[src/rtl/core/bfla_pkg.sv]
`default_nettype none

package bfla_pkg;

  // field widths
  localparam int BNO_W   = 12;
  localparam int GRANT_W = 13;
  localparam int STAT_W  = 2;
  localparam int ACT_W   = 2;
  localparam int OP_W    = 3;

  // pool size after reset
  localparam logic [GRANT_W-1:0] POOL_RESET = 13'd4096;

  // request actions
  localparam logic [ACT_W-1:0] ACT_ALLOC = 2'd0;
  localparam logic [ACT_W-1:0] ACT_FREE  = 2'd1;
  localparam logic [ACT_W-1:0] ACT_SEED  = 2'd2;

  // result status
  localparam logic [STAT_W-1:0] ST_OK     = 2'd0;
  localparam logic [STAT_W-1:0] ST_EMPTY  = 2'd1;
  localparam logic [STAT_W-1:0] ST_DOUBLE = 2'd2;
  localparam logic [STAT_W-1:0] ST_RANGE  = 2'd3;

  // classified operations handed from front to back
  localparam logic [OP_W-1:0] OP_NOP       = 3'd0;
  localparam logic [OP_W-1:0] OP_ALLOC     = 3'd1;
  localparam logic [OP_W-1:0] OP_FREE      = 3'd2;
  localparam logic [OP_W-1:0] OP_SEED_FREE = 3'd3;
  localparam logic [OP_W-1:0] OP_SEED_USED = 3'd4;
  localparam logic [OP_W-1:0] OP_RANGE     = 3'd5;

  // queue between front and back
  localparam int Q_DEPTH = 2;
  localparam int QA_W    = $clog2(Q_DEPTH);
  localparam int QC_W    = $clog2(Q_DEPTH + 1);

  typedef struct packed {
    logic [OP_W-1:0]  op;
    logic [BNO_W-1:0] bno;
  } item_t;

endpackage

`default_nettype wire

[src/rtl/core/bfla_queue.sv]
`default_nettype none

module bfla_queue (
  input  wire logic             clk,
  input  wire logic             rst,
  input  wire logic             push_valid,
  output      logic             push_ready,
  input  wire bfla_pkg::item_t  push_item,
  output      logic             pop_valid,
  input  wire logic             pop_ready,
  output      bfla_pkg::item_t  pop_item
);

  bfla_pkg::item_t                entries [bfla_pkg::Q_DEPTH];
  logic [bfla_pkg::QA_W-1:0]      wr_ptr;
  logic [bfla_pkg::QA_W-1:0]      rd_ptr;
  logic [bfla_pkg::QC_W-1:0]      fill;
  logic                           do_push;
  logic                           do_pop;

  assign push_ready = (fill != bfla_pkg::QC_W'(bfla_pkg::Q_DEPTH));
  assign pop_valid  = (fill != '0);
  assign pop_item   = entries[rd_ptr];
  assign do_push    = push_valid && push_ready;
  assign do_pop     = pop_valid && pop_ready;

  // pointers and fill level
  always_ff @(posedge clk) begin
    if (rst) begin
      wr_ptr <= '0;
      rd_ptr <= '0;
      fill   <= '0;
    end else begin
      if (do_push) wr_ptr <= wr_ptr + 1'b1;
      if (do_pop)  rd_ptr <= rd_ptr + 1'b1;
      if (do_push && !do_pop) begin
        fill <= fill + 1'b1;
      end else if (do_pop && !do_push) begin
        fill <= fill - 1'b1;
      end
    end
  end

  // entry storage
  always_ff @(posedge clk) begin
    if (do_push) entries[wr_ptr] <= push_item;
  end

endmodule

`default_nettype wire

[config.mk]
export PLATFORM = sky130hd
export DESIGN_NAME = bfla_queue
export DESIGN_NICKNAME = d
export VERILOG_FILES = /design/src/rtl/core/bfla_pkg.sv /design/src/rtl/core/bfla_queue.sv
export SDC_FILE = /design/constraint.sdc
export NUM_CORES = 1
export LEC_CHECK = 0
export BUFFER_PORTS_ARGS = -buffer_cell sky130_fd_sc_hd__buf_2
export CORE_ASPECT_RATIO = 0.5
export CORE_MARGIN = 4
export CORE_UTILIZATION = 45
export DETAILED_ROUTE_END_ITERATION = 10
export PLACE_DENSITY_LB_ADDON = 0.15
export SLEW_MARGIN = 30
export SYNTH_ARGS = -nofsm -noshare
export SYNTH_HDL_FRONTEND = slang
export SYNTH_SLANG_ARGS = --single-unit
[constraint.sdc]
create_clock -name clk -period 1.4 [get_ports clk]
set_input_delay 0 -clock clk [delete_from_list [all_inputs] [get_ports clk]]
set_output_delay 0 -clock clk [all_outputs]
set_load 0.01 [all_outputs]
* Word-level counts from Yosys, hierarchy flattened *
Memory sizes are Yosys's and may differ from the RTL's. A register that Yosys moved wholly into a read port is not among the register bits.
Index checks and enable logic that the tools add are counted.

storage, ports and cells
  register bits = 4
  RAM bits = 30
  bits of input ports = 19
  output and inout port bits = 17
  word-level logic and storage cells = 23
  memories = 1

memories
  memory   words  bits a word  rd ports  clocked after Yosys merged registers in  write ports  RTL line          source
  entries  2      15           1         1                                        1            bfla_queue.sv:14  bfla_pkg::item_t entries [bfla_pkg::Q_DEPTH];

cells by class
  $add $sub $neg = 4
  equality and inequality tests = 1
  multiplexer cells = 6
  reductions and logical operators = 8

operators by type and width
  cell                                               number
  logical AND 1 bit                                  4
  two-way mux 1 bit                                  4
  two-way mux 2 bit                                  2
  nonzero test 2 bit                                 2
  adder 1 bit (second input constant)                2
  adder 2 x 1 -> 2 bit (second input constant)       1
  logical NOT 1 bit                                  2
  != test 2 bit (second input constant)              1
  subtractor 2 x 1 -> 2 bit (second input constant)  1

* Logic depth before layout (Yosys ltp) *
  depth in word-level cells = 6
  depth in mapped cells = 6
  gate-level depth less buffers = 6

* Worst setup path before layout *
OpenSTA, ideal clock, no wires.

  path type = flip-flop to flip-flop
  start point = register fill[0] in the netlist's numbering
  end point = register fill[1] in the netlist's numbering
  setup time = 70 ps
  arrival = 1447 ps
  required time = 1330 ps
  path slack = -117 ps
  stages on the path, launching flop included = 6
  buffers on the path = 0
  clock period less this slack = 1517 ps
  cells stage by stage = dfxtp_1 -> nand2b_4 -> and2_1 -> ha_1 -> or3_1 -> a21oi_1

on the way
  cells in the longest elaborated chain, start to end = 5
  elaborated cells on any way between the ends = 13
  those cells by class = add/sub (2); eq/ne (1); mux (2); reduce/logical (8)

RTL lines
  item                                 RTL line          source
  start, declared                      bfla_queue.sv:17  logic [bfla_pkg::QC_W-1:0] fill;
  start signal, assigned               bfla_queue.sv:37  fill <= fill + 1'b1;
  start signal, assigned               bfla_queue.sv:39  fill <= fill - 1'b1;
  != test 2 bit *                      bfla_queue.sv:21  assign push_ready = (fill != bfla_pkg::QC_W'(bfla_pkg::Q_DEPTH));
  via push_ready                       bfla_queue.sv:7   output logic push_ready,
  logical AND 1 bit *                  bfla_queue.sv:24  assign do_push = push_valid && push_ready;
  via do_push                          bfla_queue.sv:18  logic do_push;
  logical NOT 1 bit                    bfla_queue.sv:38  end else if (do_pop && !do_push) begin
  logical AND 1 bit                    bfla_queue.sv:38
  nonzero test 2 bit (no source line)  n/a

Mark *: on every way through the listed nets, which the timed path passes. The rest lies on a longest branch. The select of a mux whose other input is x is not followed.
A chain may end at the register's enable or synchronous reset.

* Worst setup path after layout *
  start point = register fill[0] in the netlist's numbering
  end point = register fill[1] in the netlist's numbering

on the way
  cells in the longest elaborated chain, start to end = 5
  elaborated cells on any way between the ends = 13
  those cells by class = add/sub (2); eq/ne (1); mux (2); reduce/logical (8)

RTL lines
  item                                 RTL line
  != test 2 bit *                      bfla_queue.sv:21
  logical AND 1 bit *                  bfla_queue.sv:24
  via do_push                          bfla_queue.sv:18
  logical NOT 1 bit                    bfla_queue.sv:38
  logical AND 1 bit                    bfla_queue.sv:38
  nonzero test 2 bit (no source line)  n/a

Marked as above.

==> results.sh <==
export IMPL_status="complete, but fails checks"
export IMPL_violations="setup timing"
export IMPL_final_nets=155
export IMPL_hp_class="primary input to register"
export IMPL_worst_pin_slew_ps=212
export IMPL_post_route_period_util=1.05
export IMPL_setup_slack_ps=-63.9
export IMPL_drt_total_wl_mm=2.36
export IMPL_synth_area_top_cells="edfxtp_1 69%, mux2_2 13%, dfxtp_1 7.6%"
export IMPL_power_density_nw_per_um2=1640
export IMPL_r2r_end="fill[1]"
export IMPL_area_growth_pct=40.5
export IMPL_fp_dieH_um=46.2
export IMPL_num_vias=811
export IMPL_antenna_found_initial=0
export IMPL_synth_cell_types=18
export IMPL_hold_end="wr_ptr"
export IMPL_antenna_cells=0
export IMPL_cts_buffers=5
export IMPL_htree_levels=2
export IMPL_fmax_ghz=0.683
export IMPL_yosysWarningCount=0
export IMPL_path_class="register to register"
export IMPL_syn_area_per_cell_sq_um=18.5
export IMPL_synth_seq_area_share=0.763
export IMPL_clockRootBuffer="clkbuf_8"
export IMPL_grt_max_degree=11
export IMPL_finalHoldViolCount=0
export IMPL_slew_violations=0
export IMPL_cts_setup_buffers=0
export IMPL_crit_path_max_fanout=5
export IMPL_netlist_top_cell_by_area="edfxtp_1"
export IMPL_skew_ps=4.96
export IMPL_ios=36
export IMPL_synth_top_area_frac=0.686
export IMPL_place_congestion=0.727
export IMPL_reg2reg_setup_slack_ps=-60
export IMPL_synth_nets=91
export IMPL_syn_inst=71
export IMPL_die_w_um=84.4
export IMPL_clk_latency_ps=280
export IMPL_synthesis_area_sq_um=1310
export IMPL_critPathRequiredTime_ps=1610
export IMPL_rr_worst_depth=6
export IMPL_cts_tree="yes"
export IMPL_coreArea_sq_um=2680
export IMPL_vias_per_cell=4.69
export IMPL_grt_usage=0.141
export IMPL_rsz0062_at_grt="yes"
export IMPL_rows=13
export IMPL_initial_utilization=0.489
export IMPL_first_iter_violations=5
export IMPL_clkTransAtPathRegs_ps=60
export IMPL_drc=0
export IMPL_drtPass1Iterations=4
export IMPL_port_buffers=35
export IMPL_ys_seq_elements=35
export IMPL_ir_drop_v=0.00135
export IMPL_postPlaceCellArea_sq_um=1600
export IMPL_wl_per_cell_um=13.6
export IMPL_final_common_cell="buf_2"
export IMPL_hold_depth=3
export IMPL_grt_pass1_wl_mm=3.95
export IMPL_cap_violations=0
export IMPL_cp_end_kind="register"
export IMPL_dp_hpwl_mm=1.72
export IMPL_cp_start_kind="register"
export IMPL_startpoint="fill[0]"
export IMPL_place_ws_ps=-116
export IMPL_rr_startpoint="fill[0]"
export IMPL_min_from="push_valid"
export IMPL_die_area_sq_um=3900
export IMPL_slew_headroom=0.858
export IMPL_first_global_vias=891
export IMPL_power_leakage_uw=0.000731
export IMPL_final_area_sq_um=1840
export IMPL_setup_violations=1
export IMPL_drive_above_1_share=0.529
export IMPL_postRouteAntennaNets=0
export IMPL_grt_overflow_total=0
export IMPL_clock_path_buffers=2
export IMPL_arrival_ps=1670
export IMPL_period_needed_ps=1460
export IMPL_layout_common_cells="35 x buf_2, 30 x edfxtp_1, 16 x dlygate4sd3_1"
export IMPL_cts_sinks=35
==> metrics by stage <==
| stage | instances | power (uW) | hold WS, ps | util | TNS, ps |
|---|---|---|---|---|---|
| after global routing | 173 | 3190 | 56.6 | 0.687 | -110 |
| final | 173 | 3020 | 47.4 | 0.687 | -63.9 |
| after CTS | 173 | 3060 | 34.5 | 0.687 | -79.1 |
| after floorplan | 71 | 1960 | 65.0 | - | 0 |
| after global placement | 149 | 2260 | 188 | 0.595 | 0 |
| after detailed placement | 149 | 2340 | 192 | 0.595 | -116 |
==> worst max-delay path, stage by stage (launching register included) <==
cell and delay [ps]:
dfxtp_2 350, nand2b_4 150, and2_4 160, ha_4 150
xor2_1 150, or3_1 320, a21oi_1 120
==> state kept, by name, indices dropped and copies added, names as in the netlist, named ones only <==
register / count
entries: 30
fill: 2
rd_ptr: 1
wr_ptr: 1
==> logic make-up after synthesis <==
group | share of synthesized area
flip-flops | 0.763
multiplexers | 0.129
AND/OR/NAND/NOR | 0.0439
AO/OA/AOI/OAI | 0.0229
XOR/XNOR | 0.0200
buffers and inverters | 0.0124
adder cells (fa/ha/maj) | 0.00953
==> Yosys cell counts <==
cell type and number:
a21bo_2 1, a21oi_1 2, and2_1 1, and3_1 1, buf_2 1, buf_4 1
dfxtp_1 5, edfxtp_1 30, ha_1 1, inv_1 1, mux2_2 15, nand2b_4 1
nand3b_1 1, nor2_1 3, o21ai_0 2, or2_2 1, or3_1 1, xor2_1 3
==> layout make-up <==
type,instances,area [sq um]
Sequential cell,35,1000
Fill cell,197,840
Timing Repair Buffer,59,395
Multi-Input combinational cell,33,314
Clock buffer,7,76.3
Tap cell,37,46.3
Clock inverter,1,5.00
Inverter,1,3.75
==> routing by layer <==
layer,track usage,share of wire
met1,0.146,0.40
met2,0.259,0.52
met3,0.0589,0.070
met4,0.0694,0.011
met5,0,0
==> power by group <==
group | total, uW | switching, uW | leakage, uW | internal [uW]
Sequential | 1400 | 79.2 | 0.000322 | 1320
Clock | 680 | 331 | 0.0000422 | 348
Combinational | 947 | 441 | 0.000367 | 506
==> what timing repair did <==
| item | in CTS | in global routing |
|---|---|---|
| hold buffers | 16 | 0 |
| gates resized for setup | 2 | 0 |
| endpoints found under the hold margin | 35 | 0 |
| pin swaps | 0 | 0 |
| endpoints found under the setup margin | 1 | 1 |
==> worst max-delay path by stage <==
stage | endpoint | slack (ps)
final | fill[1] | -60
after global routing | fill[1] | -110
after CTS | fill[1] | -80
after detailed placement | fill[1] | -120
after global placement | fill[1] | 30
after floorplan | fill[1] | 8
(Power assumes the default switching activity.)
