--- src/rtl/core/bfla_pkg.sv ---
`default_nettype none

package bfla_pkg;

  // field widths
  localparam int BNO_W   = 12;
  localparam int GRANT_W = 13;
  localparam int STAT_W  = 2;
  localparam int ACT_W   = 2;
  localparam int OP_W    = 3;

  // pool size after reset
  localparam logic [GRANT_W-1:0] POOL_RESET = 13'd4096;

  // request actions
  localparam logic [ACT_W-1:0] ACT_ALLOC = 2'd0;
  localparam logic [ACT_W-1:0] ACT_FREE  = 2'd1;
  localparam logic [ACT_W-1:0] ACT_SEED  = 2'd2;

  // result status
  localparam logic [STAT_W-1:0] ST_OK     = 2'd0;
  localparam logic [STAT_W-1:0] ST_EMPTY  = 2'd1;
  localparam logic [STAT_W-1:0] ST_DOUBLE = 2'd2;
  localparam logic [STAT_W-1:0] ST_RANGE  = 2'd3;

  // classified operations handed from front to back
  localparam logic [OP_W-1:0] OP_NOP       = 3'd0;
  localparam logic [OP_W-1:0] OP_ALLOC     = 3'd1;
  localparam logic [OP_W-1:0] OP_FREE      = 3'd2;
  localparam logic [OP_W-1:0] OP_SEED_FREE = 3'd3;
  localparam logic [OP_W-1:0] OP_SEED_USED = 3'd4;
  localparam logic [OP_W-1:0] OP_RANGE     = 3'd5;

  // queue between front and back
  localparam int Q_DEPTH = 2;
  localparam int QA_W    = $clog2(Q_DEPTH);
  localparam int QC_W    = $clog2(Q_DEPTH + 1);

  typedef struct packed {
    logic [OP_W-1:0]  op;
    logic [BNO_W-1:0] bno;
  } item_t;

endpackage

`default_nettype wire

--- src/rtl/core/bfla_ifs.sv ---
`default_nettype none

// request channel
interface bfla_req_if;
  logic                        valid;
  logic                        ready;
  logic [bfla_pkg::ACT_W-1:0]  action;
  logic [bfla_pkg::BNO_W-1:0]  block_number;
  logic                        block_used;

  modport source (output valid, action, block_number, block_used, input ready);
  modport sink   (input valid, action, block_number, block_used, output ready);
endinterface


// configuration write channel
interface bfla_cfg_if;
  logic                          valid;
  logic                          ready;
  logic [bfla_pkg::GRANT_W-1:0]  data;

  modport source (output valid, data, input ready);
  modport sink   (input valid, data, output ready);
endinterface

`default_nettype wire

--- src/rtl/core/bfla_front.sv ---
`default_nettype none

module bfla_front #(
  parameter int MAX_BLOCKS = 4096
) (
  input  wire logic                          clk,
  input  wire logic                          rst,
  bfla_req_if.sink                           req,
  bfla_cfg_if.sink                           cfg,
  input  wire logic                          clearing,
  output      logic                          push_valid,
  input  wire logic                          push_ready,
  output      bfla_pkg::item_t               push_item,
  output      logic [bfla_pkg::GRANT_W-1:0]  pool_blocks
);

  logic in_pool;

  // pool size register, written any time
  assign cfg.ready = 1'b1;

  always_ff @(posedge clk) begin
    if (rst) begin
      pool_blocks <= bfla_pkg::POOL_RESET;
    end else if (cfg.valid) begin
      pool_blocks <= cfg.data;
    end
  end

  // hold requests while the flag memory is being cleared
  assign req.ready  = push_ready && !clearing;
  assign push_valid = req.valid && !clearing;

  // range check and decode
  assign in_pool = ({1'b0, req.block_number} < pool_blocks) &&
                   (32'(req.block_number) < 32'(MAX_BLOCKS));

  always_comb begin
    push_item.bno = req.block_number;
    case (req.action)
      bfla_pkg::ACT_ALLOC: push_item.op = bfla_pkg::OP_ALLOC;
      bfla_pkg::ACT_FREE: begin
        push_item.op = in_pool ? bfla_pkg::OP_FREE : bfla_pkg::OP_RANGE;
      end
      bfla_pkg::ACT_SEED: begin
        if (!in_pool) begin
          push_item.op = bfla_pkg::OP_RANGE;
        end else if (req.block_used) begin
          push_item.op = bfla_pkg::OP_SEED_USED;
        end else begin
          push_item.op = bfla_pkg::OP_SEED_FREE;
        end
      end
      default: push_item.op = bfla_pkg::OP_NOP;
    endcase
  end

endmodule

`default_nettype wire

--- src/flat_wrapper.sv ---
// flat-port wrapper written by rule: the top's interface ports become plain ports
module bfla_front_flat 
#(
  parameter int MAX_BLOCKS = 4096
)
  (clk, rst, clearing, push_valid, push_ready, push_item, pool_blocks, req_valid, req_action, req_block_number, req_block_used, req_ready, cfg_valid, cfg_data, cfg_ready);
  bfla_req_if req_i ();
  bfla_cfg_if cfg_i ();
  input  wire logic clk;
  input  wire logic rst;
  input  wire logic clearing;
  output      logic push_valid;
  input  wire logic push_ready;
  output      bfla_pkg::item_t push_item;
  output      logic [bfla_pkg::GRANT_W-1:0] pool_blocks;
  input wire logic [$bits(req_i.valid)-1:0] req_valid;
  input wire logic [$bits(req_i.action)-1:0] req_action;
  input wire logic [$bits(req_i.block_number)-1:0] req_block_number;
  input wire logic [$bits(req_i.block_used)-1:0] req_block_used;
  output wire logic [$bits(req_i.ready)-1:0] req_ready;
  input wire logic [$bits(cfg_i.valid)-1:0] cfg_valid;
  input wire logic [$bits(cfg_i.data)-1:0] cfg_data;
  output wire logic [$bits(cfg_i.ready)-1:0] cfg_ready;
  assign req_i.valid = req_valid;
  assign req_i.action = req_action;
  assign req_i.block_number = req_block_number;
  assign req_i.block_used = req_block_used;
  assign req_ready = req_i.ready;
  assign cfg_i.valid = cfg_valid;
  assign cfg_i.data = cfg_data;
  assign cfg_ready = cfg_i.ready;
  bfla_front #(.MAX_BLOCKS(MAX_BLOCKS)) u_core (.clk(clk), .rst(rst), .req(req_i), .cfg(cfg_i), .clearing(clearing), .push_valid(push_valid), .push_ready(push_ready), .push_item(push_item), .pool_blocks(pool_blocks));
endmodule
--- config.mk ---
export PLATFORM = sky130hd
export DESIGN_NAME = bfla_front_flat
export DESIGN_NICKNAME = d
export VERILOG_FILES = /design/src/rtl/core/bfla_pkg.sv /design/src/rtl/core/bfla_ifs.sv /design/src/rtl/core/bfla_front.sv /design/src/flat_wrapper.sv
export SDC_FILE = /design/constraint.sdc
export NUM_CORES = 1
export LEC_CHECK = 0
export BUFFER_PORTS_ARGS = -buffer_cell sky130_fd_sc_hd__buf_4
export CAP_MARGIN = 5
export CORE_ASPECT_RATIO = 0.9
export CORE_MARGIN = 10
export CORE_UTILIZATION = 37
export CTS_CLUSTER_DIAMETER = 80
export DETAILED_ROUTE_END_ITERATION = 6
export GPL_TIMING_DRIVEN = 1
export PLACE_DENSITY = 0.82
export SYNTH_ARGS = -nofsm -noshare
export SYNTH_HDL_FRONTEND = slang
export SYNTH_SLANG_ARGS = --single-unit
--- constraint.sdc ---
create_clock -name clk -period 2.1 [get_ports clk]
set_input_delay 0.42 -clock clk [delete_from_list [all_inputs] [get_ports clk]]
set_output_delay 0.42 -clock clk [all_outputs]
set_load 0.05 [all_outputs]
### After elaboration in Yosys (flattened, before gate mapping)

Index checks and enable logic that the tools add are counted.
W data, S select, Z words.

| word-level totals | value |
|---|---|
| register bits after elaboration | 13 |
| latch bits | 0 |
| memory bits (writable) | 0 |
| bits in read-only memories | 0 |
| input port bits | 34 |
| output and inout bits | 31 |
| word-level logic and storage cells | 12 |
| memories | 0 |

| operators by class | value |
|---|---|
| add/subtract/negate cells | 0 |
| multiply operators | 0 |
| div/mod/pow operators | 0 |
| $lt $le $gt $ge | 1 |
| eq/ne operators | 2 |
| shift operators | 0 |
| muxes and demuxes | 4 |
| bitwise logic cells | 0 |
| reduce and logical (&&, ||, !) cells | 4 |

Operators with widths:

| kind | count |
|---|---|
| $lt A12 B13 Y1 | 1 |
| $mux W3 | 3 |
| $pmux W3 S3 | 1 |
| $eq A2 B1 Y1 const B | 1 |
| $eq A2 B2 Y1 const B | 1 |
| $logic_and A1 B1 Y1 | 2 |
| $logic_not A2 Y1 | 1 |
| $logic_not A1 Y1 | 1 |

### Depth between registers and ports, before layout

Gate-level depths: netlist of the first run.

| logic depth | value |
|---|---|
| depth in word-level cells | 3 |
| depth in mapped cells | 7 |
| mapped depth without buffers | 7 |

### Worst setup path after synthesis of the first run

OpenSTA, ideal clock, no wires.

| path | value |
|---|---|
| path type | register to output |
| from | register u_core.pool_blocks[11] (netlist name) |
| to | output push_item[14] (netlist name) |
| arrival | 2.619 ns |
| setup slack | -0.939 ns |
| stages on the path, launching flop included | 8 |
| path buffers | 0 |
| path through | dfxtp_1 inv_1 ha_1 nand4b_4 or3_1 a221oi_2 o31ai_1 o2bb2ai_1 |

RTL lines:

| what | line | RTL |
|---|---|---|
| from (decl) | bfla_front.sv:14 | `output logic [bfla_pkg::GRANT_W-1:0] pool_blocks` |
| from (signal assigned) | bfla_front.sv:24 | `pool_blocks <= bfla_pkg::POOL_RESET;` |
| from (signal assigned) | bfla_front.sv:26 | `pool_blocks <= cfg.data;` |
| to (decl) | flat_wrapper.sv:14 | `output bfla_pkg::item_t push_item;` |

==> results of run 1 <==
==> how the worst min path moves through the flow <==
stage                                  startpoint                                  end  slack [ps]  cells past startpoint
2_1_floorplan                                 rst   u_core.pool_blocks[7]$_SDFFE_PP0P_         480                      1
3_3_place_gp   u_core.pool_blocks[3]$_SDFFE_PP0P_   u_core.pool_blocks[3]$_SDFFE_PP0P_         490                      2
3_5_place_dp   u_core.pool_blocks[3]$_SDFFE_PP0P_   u_core.pool_blocks[3]$_SDFFE_PP0P_         510                      2
4_1_cts                              cfg_data[12]  u_core.pool_blocks[12]$_SDFFE_PP1P_         350                      2
5_1_grt                              cfg_data[12]  u_core.pool_blocks[12]$_SDFFE_PP1P_         350                      2
6_report                             cfg_data[12]  u_core.pool_blocks[12]$_SDFFE_PP1P_         360                      2
==> final cells by class <==
type	instances	area (um2)	share of cell area, %
Tap cell	28	35.0	2.10
Multi-Input combinational cell	65	649	38.9
Timing Repair Buffer	79	621	37.2
Inverter	12	45.0	2.70
Clock buffer	4	26.3	1.58
Sequential cell	13	292	17.5
==> worst max-delay path: cells and delay by family (launching register included) <==
kind,cells,cell delay [ps]
buffers and inverters,2,210
flip-flops,1,360
AO/OA/AOI/OAI,2,360
adder cells (fa/ha/maj),1,270
AND/OR/NAND/NOR,3,680
==> where the power goes <==
part | leakage (nW) | internal [mW] | switching (mW) | total, mW
sequential | 0.113 | 0.259 | 0.00945 | 0.268
combinational | 0.688 | 0.181 | 0.237 | 0.418
clock | 0.0150 | 0.0736 | 0.0820 | 0.156
==> kinds of logic after synthesis <==
logic type / synth area share [%]
flip-flops: 27.7
adder cells (fa/ha/maj): 14.7
buffers and inverters: 16.5
AND/OR/NAND/NOR: 15.2
AO/OA/AOI/OAI: 12.7
multiplexers: 12.8
other: 0.400
==> repair_timing <==
action / in CTS / in global routing
setup endpoints to repair: 3 / 3
buffers inserted: 2 / 0
endpoints found under the hold margin: 0 / 0
gates resized for setup: 9 / 2
pin swaps: 2 / 0
==> stage by stage <==
| stage | setup TNS [ps] | std cells |
|---|---|---|
| global placement | -999 | 195 |
| detailed placement | -1200 | 195 |
| finish | -1360 | 201 |
| global route | -1650 | 201 |
| floorplan | -580 | 106 |
| CTS | -1360 | 201 |
==> cells in the final DEF, fill, tap and decap left out, drive strengths merged, types with 2 or more instances in the layout <==
cell type	count
clkbuf	4
nor2b	4
dfxtp	13
nor2	15
mux2i	12
buf	79
o31ai	2
ha	11
nand2	3
inv	12
a211oi	2
a21oi	2
==> metal layers <==
| layer | vias to the layer above | share of wire (%) | GRT usage (%) |
|---|---|---|---|
| li1 | 478 | - | - |
| met1 | 442 | 36 | 12.4 |
| met2 | 48 | 51 | 20.8 |
| met3 | 6 | 11 | 5.56 |
| met4 | 0 | 1.5 | 4.98 |
| met5 | - | 0 | 0 |
==> results_dict.tcl, run 1 <==
set metrics [dict create \
    ys_ff_latch 13 \
    clock_skew_ps 0 \
    critPathMaxFanout 3 \
    cts_hold_buf 0 \
    drcViolationCount 0 \
    place_ws_ps -444 \
    io_pins 65 \
    fmax_ghz 0.389 \
    ant_nets 0 \
    fp.dieW_um 73.1 \
    dp_hpwl_um 2530 \
    finalHoldViolations 0 \
    vias 974 \
    fin_crit_ps 2570 \
    drtIter0Drc 9 \
    worstPathCellList "inv_2, ha_4, nand4b_4, or3_4, a221oi_4, or2_4, a2bb2oi_4, buf_6" \
    end_kind "output port" \
    antennaDiodeCount 0 \
    power_density_nw_per_um2 505 \
    io_buffers 63 \
    start_util_pct 38.4 \
    dr.pass1.iters 4 \
    slowest_stage "dfxtp_4" \
    cts_buffers 3 \
    routed_wl_um 3050 \
    path_class "reg2out" \
    num_rows 17 \
    rsz0062_at_grt "yes" \
    synth-edff-count 0 \
    drive_gt1_share_pct 64.2 \
    overflow 0 \
    top_regs "u_core.pool_blocks: 13 flops" \
    synth.largest_area_cell "dfxtp_1" \
    synth_warnings 0 \
    yosysUniqueCellTypes 27 \
    die_area_um2 4950 \
    synth_nets 151 \
    antenna_found_initial 0 \
    reg2reg_from "u_core.pool_blocks[12]$_SDFFE_PP1P_" \
    synthTopCellsByCount "nor2_1, buf_4, dfxtp_1" \
    gp_congestion 0.800 \
    ys.flop_type "dfxtp_1" \
    syn_to_final_growth_pct 77.7 \
    min_period_over_period_pct 123 \
    grt_pass1_vias 1042 \
    holdWs_ps 359 \
    startpoint "u_core.pool_blocks[10]$_SDFFE_PP0P_" \
    tritoncts "yes" \
    clk_latency_ps 270 \
    drv_slew 0 \
    cts_max_level 1 \
    design_area_um2 1670 \
    largest_register_ffs 13 \
    r2r_cells 3 \
    setup_viol_count_final 3 \
    syn_area_per_cell_um2 8.85 \
    path_clk_slew_ps 80 \
    n_fill_cell 207 \
    die_h_um 67.8 \
    drv_cap 0 \
    wl_per_cell_um 15.2 \
    async_flop_share_pct 0 \
    vdd_drop_max_v 0.000404 \
    coreArea_um2 2450 \
    finalPower_mw 0.842 \
    synthTopCellsByArea "dfxtp_1, ha_1, mux2i_1" \
    arrival_ps 2150 \
    ctsRootBufferMaster "clkbuf_4" \
    netlist.area_leader.share_pct 27.7 \
    grt_pass1_wl_um 4740 \
    clock_sinks 13 \
    clk_path_buf_depth 2 \
    endpoint "push_item[12]" \
    fin_util_pct 68.2 \
    nets 219 \
    leakagePower_nw 0.816 \
    required_ps 1680 \
    grt_max_degree 15 \
    yosys.cell_count.top_type "nor2_1" \
    viasPerCell 4.85 \
    fin_ws_ps -473 \
    groute.usage.overall_pct 12.0 \
    synth_area_um2 938 \
    cpPeakStageDelay_ps 360 \
    r2r_slack_ps 1190 \
    placed_area_um2 1550 \
    status "finished, violations left" \
    failed_checks "negative setup slack" \
    synthesis.instances 106 \
    rr_endpoint "u_core.pool_blocks[12]$_SDFFE_PP1P_" \
    largest_register "u_core.pool_blocks" \
    hold_class "in2reg" \
    yosysSeqAreaShare_pct 27.7 \
    cp-start-kind "flop" \
]
Power figures use the tool's default switching activity.
==> inputs of run 2 (changes only) <==
--- a/config.mk
+++ b/config.mk
@@ -5,15 +5,16 @@
 export SDC_FILE = /design/constraint.sdc
 export NUM_CORES = 1
 export LEC_CHECK = 0
+export ABC_AREA = 1
 export BUFFER_PORTS_ARGS = -buffer_cell sky130_fd_sc_hd__buf_4
 export CAP_MARGIN = 5
 export CORE_ASPECT_RATIO = 0.9
 export CORE_MARGIN = 10
-export CORE_UTILIZATION = 37
+export CORE_UTILIZATION = 36
 export CTS_CLUSTER_DIAMETER = 80
 export DETAILED_ROUTE_END_ITERATION = 6
 export GPL_TIMING_DRIVEN = 1
-export PLACE_DENSITY = 0.82
+export PLACE_DENSITY = 0.8
 export SYNTH_ARGS = -nofsm -noshare
 export SYNTH_HDL_FRONTEND = slang
 export SYNTH_SLANG_ARGS = --single-unit
==> run 2 against run 1 <==
The run still ends with negative setup slack left. Non-clock buffer count down 13. Setup slack improved by 460 ps. Fmax increased by 22%. Largest cell class unchanged. Flip-flop and latch count unchanged. Largest power group unchanged. Critical path type unchanged. Power is 1.2% higher.
==> results_dict.tcl, run 2 <==
set metrics [dict create \
    top_regs "u_core.pool_blocks: 13 flops" \
    synth_nets 182 \
    regArea_um2 273 \
    multi_input_comb_area_um2 584 \
    end_kind "output port" \
    critPathMaxFanout 2 \
    failed_checks "negative setup slack" \
    synthTopCellsByCount "inv_1, nand2_1, a21oi_1" \
    combinationalPowerShare_pct 48.3 \
    reg2reg_from "u_core.pool_blocks[6]$_SDFFE_PP0P_" \
    viasPerCell 4.51 \
    tritoncts "yes" \
    drv_slew 0 \
    grt_max_degree 24 \
    io_buffers 63 \
    io_pins 65 \
    clk_path_buf_depth 2 \
    holdWs_ps 346 \
    min_period_over_period_pct 101 \
    required_ps 1680 \
    vdd_drop_max_v 0.000345 \
    path_class "reg2out" \
    placed_area_um2 1350 \
    p_seq_share_pct 32.6 \
    vias 988 \
    largest_register "u_core.pool_blocks" \
    dp_hpwl_um 2370 \
    whs_endpoint "u_core.pool_blocks[12]$_SDFFE_PP1P_" \
    grt_pass1_vias 1021 \
    dr.pass1.iters 4 \
    n_fill_cell 236 \
    arrival_ps 1700 \
    drive_gt1_share_pct 57.1 \
    design_area_um2 1540 \
    syn_to_final_growth_pct 65.6 \
    leakagePower_nw 0.801 \
    gp_congestion 0.767 \
    nets 237 \
    netlist.area_leader.share_pct 28.0 \
    synth_area_um2 928 \
    routed_wl_um 2920 \
    ctsRootBufferMaster "clkbuf_4" \
    yosysSeqAreaShare_pct 28.0 \
    syn_area_per_cell_um2 6.78 \
    yosys.cell_count.top_type "inv_1" \
    swShare_pct 41.5 \
    path_clk_slew_ps 80 \
    clock_skew_ps 0 \
    cts_buffers 3 \
    antennaDiodeCount 0 \
    hold_start "rst" \
    synthTopCellsByArea "dfxtp_1, ha_1, inv_1" \
    final_common_cell "buf_4" \
    start_util_pct 37.6 \
    coreArea_um2 2470 \
    async_flop_share_pct 0 \
    hold_class "in2reg" \
    synth-edff-count 0 \
    antenna_found_initial 0 \
    cp-start-kind "flop" \
    r2r_cells 3 \
    wl_per_cell_um 13.3 \
    cts_max_level 1 \
    synthesis.instances 137 \
    die_area_um2 5010 \
    fin_crit_ps 2120 \
    fp.dieW_um 73.5 \
    num_rows 17 \
    synth.largest_area_cell "dfxtp_1" \
    cts_hold_buf 0 \
    ys_ff_latch 13 \
    clock_sinks 13 \
    p_clk_share_pct 19.0 \
    r2r_slack_ps 1350 \
    clk_latency_ps 280 \
    yosysUniqueCellTypes 17 \
    hold_depth 3 \
    drtIter0Drc 21 \
    power_density_nw_per_um2 554 \
    p_int_mw 0.498 \
    finalHoldViolations 0 \
    drv_cap 0 \
    grt_pass1_wl_um 4460 \
    fin_ws_ps -16.5 \
    synth_warnings 0 \
    layout_common_cells "buf_4, nand2_1, inv_1, a21oi_1, o21ai_0" \
    tightest_slew_ps 571 \
    status "finished, violations left" \
    setup_viol_count_final 2 \
    ys.flop_type "dfxtp_1" \
    switchingPower_mw 0.354 \
    die_h_um 68.2 \
    relSlewSlack_pct 61.9 \
    overflow 0 \
    groute.usage.overall_pct 11.2 \
    drcViolationCount 0 \
    rsz0062_at_grt "yes" \
    rr_endpoint "u_core.pool_blocks[6]$_SDFFE_PP0P_" \
    ant_nets 0 \
    fmax_ghz 0.472 \
    largest_register_ffs 13 \
]
[run 2: kinds of logic (layout without fill, tap and decap cells)]
logic type / count (synthesis) / in the layout / share of synthesized area (%)
AOI/OAI and AO/OA: 28 / 28 / 15.5
adders and majority gates: 11 / 11 / 14.8
buffers and inverters: 44 / 98 / 23.3
DFF: 13 / 13 / 28.0
other: 1 / 1 / 0.404
and+or+nand+nor: 40 / 40 / 17.9
[run 2: cell type report]
cell class,count,share of cell area [%]
Clock buffer,4,1.71
Inverter,28,6.83
Multi-Input combinational cell,80,38.0
Sequential cell,13,17.7
Tap cell,28,2.28
Timing Repair Buffer,66,33.4
[run 2: layer usage]
| metal | track usage, % | share of wire (%) | vias up |
|---|---|---|---|
| met5 | 0 | 0 | - |
| met4 | 2.09 | 0.24 | 0 |
| met1 | 11.4 | 39 | 422 |
| met3 | 6.07 | 11 | 2 |
| li1 | - | - | 528 |
| met2 | 20.1 | 50 | 36 |
[run 2: per-stage QoR]
stage | cells | total power, mW | setup WS [ps] | TNS, ps | utilization [%]
2_1_floorplan | 137 | 0.532 | 17.8 | 0 | -
3_3_place_gp | 212 | 0.641 | 73.4 | 0 | 54.5
3_5_place_dp | 212 | 0.647 | 46.4 | 0 | 54.5
4_1_cts | 217 | 0.839 | -22.9 | -47.1 | 59.8
5_1_grt | 219 | 0.907 | -98.7 | -283 | 62.3
6_report | 219 | 0.852 | -16.5 | -22.8 | 62.3
[run 2: critical path: stages (launching register included)]
cell,delay (ps)
dfxtp_2,340
inv_2,50
ha_4,260
nand2_1,60
nand3b_1,150
nor2_1,120
nand2_2,90
nand3_1,90
nand2_1,50
inv_1,60
buf_6,150
[run 2: timing repair]
item / in CTS / in global routing
gates resized for setup: 19 / 13
endpoints found under the setup margin: 3 / 3
pin swaps: 9 / 8
setup buffers: 1 / 2
[run 2: worst max-delay path by stage]
stage / start / to / slack, ps / cells after the start
detailed placement: req_block_number[4] / push_item[14] / 50 / 11
CTS: u_core.pool_blocks[6]$_SDFFE_PP0P_ / push_item[13] / -20 / 10
floorplan: u_core.pool_blocks[5]$_SDFFE_PP0P_ / push_item[14] / 20 / 8
global placement: req_block_number[8] / push_item[14] / 70 / 11
global route: u_core.pool_blocks[10]$_SDFFE_PP0P_ / push_item[12] / -100 / 10
finish: u_core.pool_blocks[10]$_SDFFE_PP0P_ / push_item[12] / -20 / 10
[run 2: power by group through the flow]
stage	Combinational, mW	Sequential [mW]	Clock, mW
global placement	0.360	0.281	0
floorplan	0.190	0.342	0
detailed placement	0.365	0.282	0
global route	0.446	0.281	0.181
finish	0.412	0.278	0.162
CTS	0.395	0.278	0.167
